$ cat src/rtl/core/itrt_pkg.sv
// itrt_pkg: types, codes and the digit-to-character function for the radix text converter.
// No dependencies; imported by itrt_ctrl, itrt_dp and integer_to_radix_text.
`default_nettype none

package itrt_pkg;

  // Largest text the character store ever has to hold.
  localparam int TEXT_CAP = 64;

  localparam logic [1:0] MODE_SIGNED = 2'd0;
  localparam logic [1:0] MODE_HEX    = 2'd1;
  localparam logic [1:0] MODE_OCT    = 2'd2;
  localparam logic [1:0] MODE_BIN    = 2'd3;

  localparam logic [7:0] RADIX_MIN = 8'd2;
  localparam logic [7:0] RADIX_MAX = 8'd36;

  localparam logic [63:0] MOST_NEGATIVE = {1'b1, 63'd0};

  localparam logic [7:0] CHAR_ZERO  = 8'h30;
  localparam logic [7:0] CHAR_MINUS = 8'h2D;
  localparam logic [7:0] CHAR_ALPHA = 8'h37;   // 'A' minus ten

  typedef enum logic [1:0] {
    STAT_OK        = 2'd0,
    STAT_BAD_RADIX = 2'd1,
    STAT_OVERFLOW  = 2'd2
  } status_t;

  typedef enum logic [2:0] {
    S_IDLE,
    S_PREP,
    S_DIV_INIT,
    S_STEP,
    S_SIGN,
    S_READ,
    S_EMIT,
    S_ERR
  } state_t;

  typedef struct packed {
    logic [1:0]         mode;
    logic signed [63:0] value;
    logic [7:0]         radix;
  } in_word_t;

  typedef struct packed {
    logic [7:0] text_char;
    logic       is_last;
    status_t    status;
  } out_word_t;

  // Commands from the controller to the datapath.
  typedef struct packed {
    logic load;
    logic start;
    logic step;
    logic put_zero;
    logic put_sign;
    logic rd_first;
    logic rd_next;
    logic out_load;
  } dp_cmd_t;

  // Status from the datapath to the controller.
  typedef struct packed {
    logic err;
    logic mag_zero;
    logic pow2;
    logic neg;
    logic digit_done;
    logic digit_last;
    logic rd_last;
  } dp_status_t;

  function automatic logic [7:0] digit_glyph(input logic [5:0] d);
    logic [7:0] d8;
    d8 = {2'b00, d};
    return (d < 6'd10) ? (CHAR_ZERO + d8) : (CHAR_ALPHA + d8);
  endfunction

endpackage

`default_nettype wire

$ cat src/rtl/core/itrt_dp.sv
// itrt_dp: magnitude register, byte-serial divider, shift digit path and character store.
// Depends on itrt_pkg; driven by the commands of itrt_ctrl.
`default_nettype none

module itrt_dp #(
  parameter int MAX_DIGITS = 64
) (
  input  logic                   clk,
  input  itrt_pkg::in_word_t     in_word,
  input  itrt_pkg::dp_cmd_t      cmd,
  output itrt_pkg::dp_status_t   status,
  output itrt_pkg::out_word_t    res_word
);
  import itrt_pkg::*;

  localparam int DEPTH = (MAX_DIGITS < TEXT_CAP) ? MAX_DIGITS + 1 : TEXT_CAP;
  localparam int AW    = $clog2(DEPTH);
  localparam int CW    = $clog2(DEPTH + 1);
  localparam logic [CW-1:0] LAST_N = CW'(MAX_DIGITS - 1);

  logic [63:0]   mag_r;
  logic [5:0]    base_r;
  logic [2:0]    shift_r;
  logic          pow2_r;
  logic          neg_r;
  status_t       err_r;
  logic [CW-1:0] n_r;
  logic [5:0]    rem_r;
  logic [2:0]    chunk_r;
  logic [AW-1:0] rd_ptr_r;
  logic [7:0]    rd_data_r;
  logic [7:0]    mem [DEPTH];

  // load decode
  logic          sgn_ld;
  logic          neg_ld;
  logic [63:0]   mag_ld;
  logic [5:0]    base_ld;
  logic [2:0]    shift_ld;
  logic          pow2_ld;
  status_t       err_ld;

  always_comb begin
    sgn_ld   = (in_word.mode == MODE_SIGNED);
    neg_ld   = sgn_ld && in_word.value[63];
    mag_ld   = neg_ld ? (~in_word.value + 64'd1) : in_word.value;
    if (sgn_ld && ((in_word.radix < RADIX_MIN) || (in_word.radix > RADIX_MAX))) begin
      err_ld = STAT_BAD_RADIX;
    end else if (sgn_ld && (in_word.value == MOST_NEGATIVE)) begin
      err_ld = STAT_OVERFLOW;
    end else begin
      err_ld = STAT_OK;
    end
    case (in_word.mode)
      MODE_HEX: begin
        base_ld = 6'd16; shift_ld = 3'd4; pow2_ld = 1'b1;
      end
      MODE_OCT: begin
        base_ld = 6'd8;  shift_ld = 3'd3; pow2_ld = 1'b1;
      end
      MODE_BIN: begin
        base_ld = 6'd2;  shift_ld = 3'd1; pow2_ld = 1'b1;
      end
      default: begin
        base_ld = in_word.radix[5:0];
        pow2_ld = 1'b1;
        case (in_word.radix)
          8'd2:    shift_ld = 3'd1;
          8'd4:    shift_ld = 3'd2;
          8'd8:    shift_ld = 3'd3;
          8'd16:   shift_ld = 3'd4;
          8'd32:   shift_ld = 3'd5;
          default: begin
            shift_ld = 3'd1;
            pow2_ld  = 1'b0;
          end
        endcase
      end
    endcase
  end

  // one digit step: a byte of long division, or a shift for power-of-two bases
  logic [2:0]  top;
  logic [7:0]  chunk_bits;
  logic [7:0]  q;
  logic [6:0]  r7;
  logic [5:0]  r;
  logic [5:0]  mask;
  logic [5:0]  digit;
  logic [63:0] mag_step;
  logic        digit_done;
  logic        digit_last;

  always_comb begin
    top = 3'd0;
    for (int i = 0; i < 8; i++) begin
      if (mag_r[i*8 +: 8] != 8'd0) top = 3'(i);
    end
    chunk_bits = mag_r[{chunk_r, 3'b000} +: 8];
    r = rem_r;
    for (int j = 7; j >= 0; j--) begin
      r7 = {r, chunk_bits[j]};
      if (r7 >= {1'b0, base_r}) begin
        r7   = r7 - {1'b0, base_r};
        q[j] = 1'b1;
      end else begin
        q[j] = 1'b0;
      end
      r = r7[5:0];
    end
    mask = 6'((7'd1 << shift_r) - 7'd1);
    if (pow2_r) begin
      digit      = mag_r[5:0] & mask;
      mag_step   = mag_r >> shift_r;
      digit_done = 1'b1;
    end else begin
      digit      = r;
      mag_step   = mag_r;
      mag_step[{chunk_r, 3'b000} +: 8] = q;
      digit_done = (chunk_r == 3'd0);
    end
    digit_last = (mag_step == 64'd0) || (n_r == LAST_N);
  end

  // character store ports
  logic          wr_en;
  logic [AW-1:0] wr_addr;
  logic [7:0]    wr_data;
  logic          rd_en;
  logic [AW-1:0] rd_addr;

  always_comb begin
    wr_en   = cmd.put_zero || cmd.put_sign || (cmd.step && digit_done);
    wr_addr = n_r[AW-1:0];
    if (cmd.put_zero) begin
      wr_data = CHAR_ZERO;
    end else if (cmd.put_sign) begin
      wr_data = CHAR_MINUS;
    end else begin
      wr_data = digit_glyph(digit);
    end
    rd_en   = cmd.rd_first || cmd.rd_next;
    rd_addr = cmd.rd_first ? AW'(n_r - CW'(1)) : (rd_ptr_r - AW'(1));
  end

  always_ff @(posedge clk) begin
    if (cmd.load) begin
      mag_r   <= mag_ld;
      base_r  <= base_ld;
      shift_r <= shift_ld;
      pow2_r  <= pow2_ld;
      neg_r   <= neg_ld;
      err_r   <= err_ld;
      n_r     <= '0;
    end
    if (cmd.start) begin
      rem_r   <= 6'd0;
      chunk_r <= top;
    end
    if (cmd.step) begin
      mag_r   <= mag_step;
      rem_r   <= r;
      chunk_r <= chunk_r - 3'd1;
    end
    if (wr_en) begin
      mem[wr_addr] <= wr_data;
      n_r          <= n_r + CW'(1);
    end
    if (rd_en) begin
      rd_data_r <= mem[rd_addr];
      rd_ptr_r  <= rd_addr;
    end
  end

  always_comb begin
    status.err        = (err_r != STAT_OK);
    status.mag_zero   = (mag_r == 64'd0);
    status.pow2       = pow2_r;
    status.neg        = neg_r;
    status.digit_done = digit_done;
    status.digit_last = digit_last;
    status.rd_last    = (rd_ptr_r == '0);
    if (err_r != STAT_OK) begin
      res_word.text_char = 8'd0;
      res_word.is_last   = 1'b1;
      res_word.status    = err_r;
    end else begin
      res_word.text_char = rd_data_r;
      res_word.is_last   = (rd_ptr_r == '0);
      res_word.status    = STAT_OK;
    end
  end

endmodule

`default_nettype wire

$ cat src/rtl/core/itrt_ctrl.sv
// itrt_ctrl: sequencing state machine for the radix text converter.
// Depends on itrt_pkg; commands itrt_dp and reads its status.
`default_nettype none

module itrt_ctrl (
  input  logic                 clk,
  input  logic                 rst_n,
  input  logic                 in_valid,
  input  logic                 out_free,
  input  itrt_pkg::dp_status_t status,
  output logic                 busy,
  output itrt_pkg::dp_cmd_t    cmd
);
  import itrt_pkg::*;

  state_t state_r;
  state_t state_nxt;

  always_ff @(posedge clk) begin
    if (!rst_n) begin
      state_r <= S_IDLE;
    end else begin
      state_r <= state_nxt;
    end
  end

  always_comb begin
    state_nxt = state_r;
    unique case (state_r)
      S_IDLE: begin
        if (in_valid) state_nxt = S_PREP;
      end
      S_PREP: begin
        if (status.err) begin
          state_nxt = S_ERR;
        end else if (status.mag_zero) begin
          state_nxt = S_READ;
        end else if (status.pow2) begin
          state_nxt = S_STEP;
        end else begin
          state_nxt = S_DIV_INIT;
        end
      end
      S_DIV_INIT: state_nxt = S_STEP;
      S_STEP: begin
        if (status.digit_done) begin
          if (status.digit_last) begin
            state_nxt = status.neg ? S_SIGN : S_READ;
          end else if (!status.pow2) begin
            state_nxt = S_DIV_INIT;
          end
        end
      end
      S_SIGN: state_nxt = S_READ;
      S_READ: state_nxt = S_EMIT;
      S_EMIT: begin
        if (out_free && status.rd_last) state_nxt = S_IDLE;
      end
      S_ERR: begin
        if (out_free) state_nxt = S_IDLE;
      end
      default: state_nxt = S_IDLE;
    endcase
  end

  always_comb begin
    cmd  = '0;
    busy = 1'b1;
    unique case (state_r)
      S_IDLE: begin
        busy     = 1'b0;
        cmd.load = in_valid;
      end
      S_PREP: begin
        cmd.put_zero = !status.err && status.mag_zero;
      end
      S_DIV_INIT: cmd.start = 1'b1;
      S_STEP:     cmd.step = 1'b1;
      S_SIGN:     cmd.put_sign = 1'b1;
      S_READ:     cmd.rd_first = 1'b1;
      S_EMIT: begin
        cmd.out_load = out_free;
        cmd.rd_next  = out_free && !status.rd_last;
      end
      S_ERR:      cmd.out_load = out_free;
      default:    cmd = '0;
    endcase
  end

endmodule

`default_nettype wire

$ cat src/rtl/core/integer_to_radix_text.sv
// integer_to_radix_text: formats a 64-bit integer as ASCII text, one character per word.
// Sequence: set-up, then per digit a shift for power-of-two bases; otherwise a divider
// start and a step for each significant byte (1 to 8) left in the magnitude (the byte-serial
// divider); then a minus sign if negative, then one character per cycle while not stalled.
// Throughput: one number at a time; the next is taken once its last word is registered.
// Reset: state machine idle and output word empty; the character store needs no clearing.
`default_nettype none

module integer_to_radix_text #(
  parameter int MAX_DIGITS = 64
) (
  input  logic                clk,
  input  logic                rst_n,
  input  logic                in_valid,
  output logic                in_stall,
  input  itrt_pkg::in_word_t  in_word,
  output logic                out_valid,
  input  logic                out_stall,
  output itrt_pkg::out_word_t out_word
);
  import itrt_pkg::*;

  dp_cmd_t    cmd;
  dp_status_t status;
  out_word_t  res_word;
  logic       busy;
  logic       out_free;

  // Output register: holds a word until taken, so the converter can move on.
  logic       out_valid_r;
  logic       out_valid_nxt;
  out_word_t  out_word_r;

  // A free slot: empty, or its word leaves at this edge.
  assign out_free = !out_valid_r || !out_stall;

  itrt_ctrl u_ctrl (
    .clk      (clk),
    .rst_n    (rst_n),
    .in_valid (in_valid),
    .out_free (out_free),
    .status   (status),
    .busy     (busy),
    .cmd      (cmd)
  );

  itrt_dp #(
    .MAX_DIGITS (MAX_DIGITS)
  ) u_dp (
    .clk      (clk),
    .in_word  (in_word),
    .cmd      (cmd),
    .status   (status),
    .res_word (res_word)
  );

  // Stall the input for the whole conversion and emission of a number.
  assign in_stall = busy;

  always_comb begin
    if (cmd.out_load) begin
      out_valid_nxt = 1'b1;
    end else if (!out_stall) begin
      out_valid_nxt = 1'b0;          // drop once taken
    end else begin
      out_valid_nxt = out_valid_r;   // hold while stalled
    end
  end

  always_ff @(posedge clk) begin
    if (!rst_n) begin
      out_valid_r <= 1'b0;
    end else begin
      out_valid_r <= out_valid_nxt;
    end
  end

  always_ff @(posedge clk) begin
    if (cmd.out_load) out_word_r <= res_word;
  end

  assign out_valid = out_valid_r;
  assign out_word  = out_word_r;

endmodule

`default_nettype wire

$ cat config.mk
export PLATFORM = sky130hd
export DESIGN_NAME = integer_to_radix_text
export DESIGN_NICKNAME = d
export VERILOG_FILES = /design/src/rtl/core/itrt_pkg.sv /design/src/rtl/core/itrt_dp.sv /design/src/rtl/core/itrt_ctrl.sv /design/src/rtl/core/integer_to_radix_text.sv
export SDC_FILE = /design/constraint.sdc
export NUM_CORES = 1
export LEC_CHECK = 0
export BUFFER_PORTS_ARGS = -buffer_cell sky130_fd_sc_hd__buf_2
export CAP_MARGIN = 5
export CORE_MARGIN = 2
export CORE_UTILIZATION = 60
export CTS_BUF_LIST = sky130_fd_sc_hd__clkbuf_4 sky130_fd_sc_hd__clkbuf_8
export CTS_CLUSTER_SIZE = 40
export DETAILED_ROUTE_END_ITERATION = 10
export PLACE_DENSITY = 0.77
export SLEW_MARGIN = 5
export SYNTH_ARGS = -nofsm -noshare
export SYNTH_HDL_FRONTEND = slang
export SYNTH_SLANG_ARGS = --single-unit
export TNS_END_PERCENT = 1
$ cat constraint.sdc
create_clock -name clk -period 32.7 [get_ports clk]
set_input_delay 0 -clock clk [delete_from_list [all_inputs] [get_ports clk]]
set_output_delay 0 -clock clk [all_outputs]
set_load 0.005 [all_outputs]
# Yosys cells after proc, flatten, opt, wreduce, memory -nomap -nowiden
# Memory sizes are Yosys's and may differ from the RTL's. A register that Yosys moved wholly into a read port is not among the register bits.
# Index checks and enable logic that the tools add are counted.
# Widths: inputs -> output; s select.
dict set report op_classes {
  n_addsub 17
  n_lt_le_gt_ge 11
  eq_ne 23
  shifts 5
  mux 69
  bitwise 2
  n_reduce_logical 38
}
# operator count
set ops {}
lappend ops {{$mux 64} 4}
lappend ops {{$logic_not 64->1} 2}
lappend ops {{$mux 6} 12}
lappend ops {{$add 64x1->64 const B} 1}
lappend ops {{$bwmux 64} 1}
lappend ops {{$eq 64x64->1 const B} 1}
lappend ops {{$not 64->64} 1}
lappend ops {{$shift 8x8->64 const A} 1}
lappend ops {{$shiftx 64x7->8} 1}
lappend ops {{$shiftx 8x8->64} 1}
lappend ops {{$shr 64x3->64} 1}
lappend ops {{$ge 7x6->1} 8}
lappend ops {{$reduce_bool 8->1} 7}
lappend ops {{$sub 6x6->6} 8}
lappend ops {{$mux 3} 14}
lappend ops {{$mux 1} 26}
lappend ops {{$mux 8} 3}
lappend ops {{$pmux 3 s8} 1}
lappend ops {{$pmux 6 s3} 1}
lappend ops {{$sub 6x1->6 const B} 3}
lappend ops {{$add 6x6->7 const A} 2}
lappend ops {{$mux 7} 2}
lappend ops {{$eq 3x3->1 const B} 4}
lappend ops {{$pmux 3 s4} 1}
lappend ops {{34 further kinds} 59}
dict set report word_totals {
  ff_bits 114
  mem_bits_rw 512
  in_bits 78
  output_inout_bits 13
  n_memories 1
}
# name words word_bits rd rd_ports_with_merged_regs wr line
set memory_table {}
lappend memory_table {u_dp.mem 64 8 1 1 1 itrt_dp.sv:32} ;# logic [7:0] mem [DEPTH];

# Logic depth before layout (Yosys ltp)
# Gate-level depths: netlist of run 1.
dict set report depth {
  depth_word 25
  depth_mapped 95
}

# Cells and area by module
# Synthesis of run 1 repeated with hierarchy kept, for this count alone.
dict set report hier_totals {
  cells_unflattened 2484
  hier_area_um2 31430.1
}
# module instances cells_per_inst area_per_inst_um2 seq_area_each_um2
set by_module_without_submodules {}
lappend by_module_without_submodules {itrt_dp 1 2427 30763.3 16636.0}
lappend by_module_without_submodules {integer_to_radix_text 1 15 365.4 350.3}
lappend by_module_without_submodules {itrt_ctrl 1 42 301.5 60.1}

# Least setup slack after synthesis of run 1
# OpenSTA, ideal clock, no wires.
dict set report synth_path {
  kind {register to register}
  start {register u_dp.chunk_r[1]}
  end {memory u_dp.mem[0][2], data pin}
  setup_ns 0.721
  arrival_ns 19.960
  setup_slack_ns 12.019
  stages_incl_launch_ff 93
  n_path_buf 8
  synth_period_minus_slack_ns 20.681
  cell_sequence {edfxtp_1 -> clkbuf_1 -> mux4_2 -> mux2i_1 -> ha_1 -> nand2b_1 -> a31oi_2 -> o21a_1 -> buf_6 -> mux2_2 -> inv_1 -> ha_1 -> nor2b_1 -> o31a_1 -> o31ai_2 -> nand2_1 -> nor2_1 -> nand2_1 -> [57 not listed] -> nand2_1 -> ha_1 -> o21ai_0 -> nand2b_1 -> a21o_1 -> a21o_1 -> a211o_1 -> a221o_1 -> buf_2 -> o21ai_1 -> nand2_1 -> o21bai_1 -> inv_1 -> ha_1 -> o21ai_0 -> a21o_1 -> o21ai_1 -> a211oi_1}
}
dict set report synth_via {
  elab_chain_len 22
  elab_cells_between_ends 32
}
# item line
set synth_lines {}
lappend synth_lines {{start, declared} itrt_dp.sv:29} ;# logic [2:0] chunk_r;
lappend synth_lines {{start signal, assigned} itrt_dp.sv:158} ;# chunk_r <= top;
lappend synth_lines {{start signal, assigned} itrt_dp.sv:163} ;# chunk_r <= chunk_r - 3'd1;
lappend synth_lines {{$shiftx 64x7->8 *} itrt_dp.sv:99} ;# chunk_bits = mag_r[{chunk_r, 3'b000} +: 8];
lappend synth_lines {{$sub 6x6->6 / $ge 7x6->1 (equally long branches)} {itrt_dp.sv:104, itrt_dp.sv:103}}
lappend synth_lines {{$mux 6} itrt_dp.sv:103} ;# if (r7 >= {1'b0, base_r}) begin
lappend synth_lines {{$sub 6x6->6 / $ge 7x6->1 (equally long branches)} {itrt_dp.sv:104, itrt_dp.sv:103}}
lappend synth_lines {{$mux 6} itrt_dp.sv:103}
lappend synth_lines {{$sub 6x6->6 / $ge 7x6->1 (equally long branches)} {itrt_dp.sv:104, itrt_dp.sv:103}}
lappend synth_lines {{$mux 6} itrt_dp.sv:103}
lappend synth_lines {{$sub 6x6->6 / $ge 7x6->1 (equally long branches)} {itrt_dp.sv:104, itrt_dp.sv:103}}
lappend synth_lines {{[7 not listed]} n/a}
lappend synth_lines {{$sub 6x6->6 / $ge 7x6->1 (equally long branches)} {itrt_dp.sv:104, itrt_dp.sv:103}}
lappend synth_lines {{$mux 6 *} itrt_dp.sv:103}
lappend synth_lines {{$mux 6 *} itrt_dp.sv:112} ;# if (pow2_r) begin
lappend synth_lines {{$add 6x6->7 / $lt 6x4->1 (equally long branches)} itrt_pkg.sv:79} ;# return (d < 6'd10) ? (CHAR_ZERO + d8) : (CHAR_ALPHA + d8);
lappend synth_lines {{$mux 8 *} itrt_pkg.sv:79}
lappend synth_lines {{$mux 8 *} itrt_dp.sv:137} ;# end else if (cmd.put_sign) begin
lappend synth_lines {{$mux 8 *} itrt_dp.sv:135} ;# if (cmd.put_zero) begin
lappend synth_lines {{named net u_dp.wr_data[2]} itrt_dp.sv:128} ;# logic [7:0] wr_data;
lappend synth_lines {{end, declared} itrt_dp.sv:32}
# The timed path passes the listed nets; every way through them passes the cells marked *.

# Final worst setup path of run 1
dict set report layout_path {
  start {register u_dp.chunk_r[1]}
  end {memory u_dp.mem[2][4], data pin}
}
# Same word-level chain as after synthesis.

==> results.md, run 1 <==
- Run status: finished clean
- FF-to-FF End: u_dp.mem[2][4]
- Hold EP: u_dp.mag_r[36]
- Global placer's final weighted congestion: 1.071
- CP top delay family: compound AO/OA/AOI/OAI gates
- Synthesized area per cell: roughly 12 sq um
- Rel. slew slack: between 10% and 20%
- Cts bufs inserted: 90
- Synth warn: 0
- Final setup violation count: 0
- Yosys top cell by area: edfxtp_1
- Min-delay src: in_word[40]
- Max clock buf depth: 3
- R2R cell count: 85
- Hold Path Stages: 6
- Critical path peak fanout: between 60 and 70
- Critical path capture point type: flop
- Max Fclk: ~0.042 GHz
- Sequential area share after synthesis: 53.31%
- HPWL after DPL: between 60000 and 70000 um
- WL final: 97050 um
- Boundary Pins: 91
- Initial antenna violation count: 0
- Startpoint Class: flop
- Async S/R FF share, synth: 0%
- Die width: approximately 230 um
- Initial Utilization: about three fifths
- Vias in the first global route: roughly 24000
- Setup Total Neg Slack: 0 ns
- 1st-pass router iterations: 6
- Synthesized flop and latch total: roughly 570
- Post-DR wirelength/cell: 27.65 um
- Max-cap viol count: 0
- Via density: 6.840
- WP buf/inv: 8
- Tcrit/Tclk final: 73.45%
- Yosys cell types: 99
- Synth top area cells: edfxtp_1 53%, mux4_2 11%, mux2i_1 3.4%
- Final Hold Fails: 0
- First-pass GRT wire length: about 150000 um
- Slowest stage delay, CP: around 0.9 ns
- Final ANT Viol Nets: 0
- Layout cells sized above 1: between 10% and 20%
- Reg2reg setup slack: around 8.7 ns
- Ys flop type: edfxtp_1
- Gr usage total: between 30% and 40%
- Layout area overhead: 12.61%
- Gr ovfl total: 0
- CTS tree: yes
- CP Class: flop to flop
- Fin util: about two thirds
- Critical Path AT: around 24 ns
- Initial DRC count: 2641
- Worst-margin pin slew: 1.198 ns
- Resized Gates After CTS: 0
- Die Ht: approximately 230 um
- Required time of the critical path: approximately 33 ns
- Buffers on Ports: 89
- Post CTS Setup Buffer Count: 0
- DRC violations left: 0
- Synth top area share: 53.06%
- Tightest Hold Check Type: input pin to flop
- Clock slew at reported path FFs: about 0.07 ns
- H-tree depth: 3
- Via count: between 20000 and 25000
- # diodes: 0
- Largest net degree at the start of global routing: a little under 70
- Final net count: 2904
- Clock Sinks: around 570
- Post-Synthesis Cell Area: approximately 32000 sq um
- Net Count, Synth: about 2700
- Site Rows: 84
- CORE AREA: 52550 sq um
- Cell count after synthesis: ~2600
- Clock Root Buffer: clkbuf_8
- Die area: around 55000 sq um
- Worst Skew: between 0.05 and 0.06 ns
- Unrepaired setup endpoints after global routing: no
- Clk_lat worst skew: about 0.70 ns
- Tmin final: about 24 ns
- Post-synth EDFFs: 564
- Fin. max-slew vios: 0
- Crit path max-delay cell type: nor2_1
- R2r startpoint: u_dp.chunk_r[1]
[logic make-up (layout without fill, tap and decap cells)]
logic type / Yosys count / in the layout / share of synthesized area [%]
compound gates: 593 / 593 / 12.31
other cells: 1 / 1 / 0.01175
xor+xnor: 94 / 94 / 2.579
mux: 287 / 287 / 15.23
fa+ha+maj: 67 / 67 / 2.814
flops: 568 / 568 / 53.31
simple gates: 759 / 759 / 11.15
buf+inv: 214 / 453 / 2.599
[cell usage after synthesis (8+ instances only)]
master / instances
nand2_1: 267
clkbuf_1: 122
o21ai_0: 152
o211ai_1: 16
edfxtp_1: 564
inv_1: 54
o21a_1: 12
o21ai_1: 8
a31o_2: 8
buf_1: 24
a221oi_1: 8
nand2b_1: 18
o221ai_1: 10
xnor2_1: 47
nand3b_1: 12
nand4_1: 12
a21oi_1: 136
a22oi_1: 12
and3_1: 17
fa_1: 8
mux2i_1: 110
a21o_1: 17
nand3_1: 46
nor2_1: 199
nor2b_1: 37
o31ai_1: 20
mux4_2: 157
a211oi_1: 67
or3_1: 20
nor3_1: 37
xor2_1: 47
mux2_2: 18
and2_1: 21
nor4_1: 35
a31oi_1: 34
ha_1: 59
[per-stage QoR]
stage | hold slack, ns | cell area, sq um | worst slack, ns | std cells
finish | 0.1649 | 35950 | 8.683 | 3510
global route | 0.1656 | 35950 | 7.191 | 3510
CTS | 0.08696 | 35950 | 9.280 | 3510
detailed placement | 0.2974 | 33040 | 9.441 | 3246
global placement | 0.2949 | 33040 | 10.35 | 3246
floorplan | 0.1378 | 31920 | 12.02 | 2583
[layout by cell type, fill, tap and decap left out, types with 59 or more instances in the layout]
cell / count
a21oi_1: 135
clkbuf_8: 93
nor2_1: 197
mux4_2: 157
ha_1: 59
dlygate4sd3_1: 109
o21ai_0: 152
mux2i_1: 109
buf_2: 89
edfxtp_1: 564
nand2_1: 265
a211oi_1: 66
[worst reg2reg max path, delay by kind of cell (launching register included)]
kind,cells,cell delay (ns)
AO/OA/AOI/OAI,38,11.20
XOR/XNOR,1,0.18
adder cells (fa/ha/maj),9,2.44
buffers and inverters,8,1.11
flip-flops,1,0.61
multiplexers,4,1.82
AND/OR/NAND/NOR,25,6.20
[flip-flops by register name (all words and copies together) (netlist names), 6 cells and up]
| name | count |
|---|---|
| u_dp.rem_r | 6 |
| u_dp.mag_r | 64 |
| out_word | 10 |
| u_dp.mem | 448 |
| u_dp.base_r | 6 |
| u_dp.n_r | 7 |
| u_dp.rd_data_r | 7 |
| u_dp.rd_ptr_r | 6 |
[worst max path at each step]
stage / from / endpoint / slack (ns) / cells after the start
floorplan: u_dp.chunk_r[1] / u_dp.mem[0][2] / 12.02 / 92
global placement: u_dp.chunk_r[1] / u_dp.mem[1][4] / 10.35 / 87
detailed placement: u_dp.chunk_r[1] / u_dp.mem[1][4] / 9.44 / 87
CTS: u_dp.chunk_r[1] / u_dp.mem[2][4] / 9.28 / 87
global route: u_dp.chunk_r[1] / u_dp.mem[15][4] / 7.19 / 87
finish: u_dp.chunk_r[1] / u_dp.mem[2][4] / 8.68 / 85
[final cells by class]
type / instances / area (sq um)
sequential: 568 / 17020
fill: 3676 / 16600
multi-input combinational: 1801 / 14180
timing repair buffer: 239 / 1844
clock buffer: 122 / 1498
tap: 688 / 860.8
clock inverter: 33 / 316.6
inverter: 59 / 226.5
[metal layers]
layer	global-route usage, %	vias to the layer above	part of all wire, %
met2	59.28	1439	50
met4	22.98	0	7.1
met1	41.73	11730	35
met3	6.074	385	8.1
met5	0	-	0
li1	-	10460	-
[repair_timing]
item / in CTS / in global routing
setup endpoints to repair: 0 / 0
hold buffers: 109 / 0
endpoints found under the hold margin: 89 / 0
Power of run 1 is left out: the tool's default activity adds up to more than one toggle a clock period on the data nets, which glitch-free logic cannot reach.
==> run 2, diff against run 1 <==
--- a/config.mk
+++ b/config.mk
@@ -8,11 +8,11 @@
 export BUFFER_PORTS_ARGS = -buffer_cell sky130_fd_sc_hd__buf_2
 export CAP_MARGIN = 5
 export CORE_MARGIN = 2
-export CORE_UTILIZATION = 60
+export CORE_UTILIZATION = 59
 export CTS_BUF_LIST = sky130_fd_sc_hd__clkbuf_4 sky130_fd_sc_hd__clkbuf_8
 export CTS_CLUSTER_SIZE = 40
 export DETAILED_ROUTE_END_ITERATION = 10
-export PLACE_DENSITY = 0.77
+export PLACE_DENSITY = 0.79
 export SLEW_MARGIN = 5
 export SYNTH_ARGS = -nofsm -noshare
 export SYNTH_HDL_FRONTEND = slang
==> constraint.sdc (replaced) <==
create_clock -name clk -period 20.8 [get_ports clk]
set_input_delay 0 -clock clk [delete_from_list [all_inputs] [get_ports clk]]
set_output_delay 0 -clock clk [all_outputs]
set_load 0.005 [all_outputs]
==> results.md, run 2 (synthesized netlist as in run 1, its figures left out) <==
- Gr ovfl total: 0 (unchanged)
- Gr usage total: 36.08% (+0.94 points)
- Setup Total Neg Slack: 0 ns (unchanged)
- Layout cells sized above 1: 19.11% (+1.2 points)
- Worst-margin pin slew: 1.102 ns (-0.09599 ns)
- Pre-CTS setup slack: 0.1420 ns (-9.299 ns)
- Die area: 55980 sq um (+1.7%)
- Startpoint Class: flop
- Fin. max-slew vios: 0 (unchanged)
- Tmin final: 19.65 ns (-4.364 ns)
- Buffers on Ports: 89 (unchanged)
- Initial Utilization: 59.43% (-1.3 points)
- Global placer's final weighted congestion: 1.031 (-3.7%)
- Site Rows: 85 (+1.2%)
- DRC violations left: 0 (unchanged)
- Layout Cells excl Fill: 3565 (+1.6%)
- Tcrit/Tclk final: 94.48% (+21 points)
- Commonest non-fill, non-tap cell in the layout: edfxtp_1
- Die width: 236.6 um (+0.83%)
- Via count: 25000 (+4.1%)
- Largest reg by FF count: u_dp.mem
- Required time of the critical path: 21.22 ns (-11.78 ns)
- Final setup margin: 1.147 ns (-7.536 ns)
- Initial DRC count: 3492 (+32%)
- Tightest Hold Check Type: input pin to flop
- HPWL after DPL: 68880 um (+2.5%)
- Die Ht: 236.6 um (+0.83%)
- Post-DR wirelength/cell: 29.13 um (+5.3%)
- Max clock buf depth: 3 (unchanged)
- Crit path max-delay cell type: edfxtp_1
- Fin util: 67.88% (-0.52 points)
- H-tree depth: 3 (unchanged)
- Cts bufs inserted: 90 (unchanged)
- Largest net degree at the start of global routing: 73 (+5.8%)
- WL final: 103800 um (+7.0%)
- Clock Sinks: 568 (unchanged)
- Max Fclk: 0.05088 GHz (+22%)
- Final ANT Viol Nets: 0 (unchanged)
- Max-cap viol count: 0 (unchanged)
- CP Class: flop to flop
- Final Hold Fails: 0 (unchanged)
- Clk_lat worst skew: 0.73 ns (+0.03 ns)
- First-pass GRT wire length: 150300 um (+2.5%)
- Final net count: 2936 (+1.1%)
- Clock slew at reported path FFs: 0.07 ns (about the same)
- CTS tree: yes
- Critical path capture point type: flop
- Vias in the first global route: 24470 (+0.98%)
- CORE AREA: 53710 sq um (+2.2%)
- Final setup violation count: 0 (unchanged)
- Crit-path most repeated cell: ha_1
- Slowest stage delay, CP: 0.54 ns (-0.35 ns)
- Run status: finished clean
- Boundary Pins: 91 (unchanged)
- Clock Root Buffer: clkbuf_8
- 1st-pass router iterations: 6 (unchanged)
- Layout area overhead: 14.22%
- Highest-count cells in the layout ignoring fill and taps: 564 x edfxtp_1, 264 x nand2_1, 197 x nor2_1, 157 x mux4_2, 149 x o21ai_0
- Max FFs per register: 448 (unchanged)
- Rel. slew slack: 25.97% (+6.4 points)
- Via density: 7.012 (+2.5%)
- Worst Skew: 0.05893 ns (+0.0009497 ns)
- Critical path peak fanout: 27 (-58%)
- Initial antenna violation count: 2 (+2)
- Unrepaired setup endpoints after global routing: no
- Critical Path AT: 20.07 ns (-4.25 ns)
- DP Cell Count: 3271 (+0.77%)
==> run 2: cell types whose count changed in the layout (fill, tap and decap cells not counted), sizes merged <==
cell / before / now
buf: 130 / 153
clkinv: 22 / 40
bufinv: 5 / 1
a21o: 17 / 20
a311o: 1 / 4
clkbuf: 122 / 125
clkinvlp: 3 / 1
diode: 0 / 2
dlygate4sd3: 109 / 110
==> run 2: worst paths after layout <==
kind	from	to	slack, ns	cells past startpoint
hold / removal	in_valid	u_ctrl.state_r[2]	0.11	7
setup reg to reg	u_dp.mag_r[47]	u_dp.mem[20][2]	1.15	85
hold reg to reg	u_dp.rd_data_r[6]	out_word[9]	0.51	1
setup / recovery	u_dp.mag_r[47]	u_dp.mem[20][2]	1.15	85
==> run 2: stage by stage <==
| stage | instance area [sq um] | hold WS, ns |
|---|---|---|
| floorplan | 31920 | 0.1378 |
| global placement | 33190 | 0.2896 |
| detailed placement | 33190 | 0.3007 |
| CTS | 36130 | 0.04244 |
| global route | 36460 | 0.1131 |
| finish | 36460 | 0.1055 |
==> run 2: area by class of cell <==
type                    instances  area (sq um)
clock buffers                 123          1524
diodes                          2         5.005
repair buffers                265          2152
clock inverters                45         312.8
multi-input cells            1807         14350
flip-flops and latches        568         17020
fillers                      3718         17250
well taps                     696         870.8
inverters                      59         226.5
==> run 2: what timing repair did <==
item | CTS | global route
setup buffers | 0 | 7
setup endpoints to repair | 0 | 452
resized for setup | 0 | 39
hold buffers | 110 | 0
endpoints found under the hold margin | 90 | 0
==> run 2: routing by layer <==
layer	vias up	routed length, um	share of wire, %	GRT usage (%)
met3	472	10070	9.7	6.447
met2	1816	50280	48	59.88
met1	12180	35490	34	43.31
met5	-	0	0	0
li1	10540	-	-	-
met4	0	7999	7.7	24.49
==> run 2: critical path, delay by kind of cell, from the launching register on <==
kind	cells	cell delay [ns]
adder cells (fa/ha/maj)	9	2.56
buffers and inverters	9	1.33
AND/OR/NAND/NOR	20	3.83
AO/OA/AOI/OAI	42	9.12
multiplexers	5	1.98
flip-flops	1	0.54
Power of run 2 is left out for the same reason.
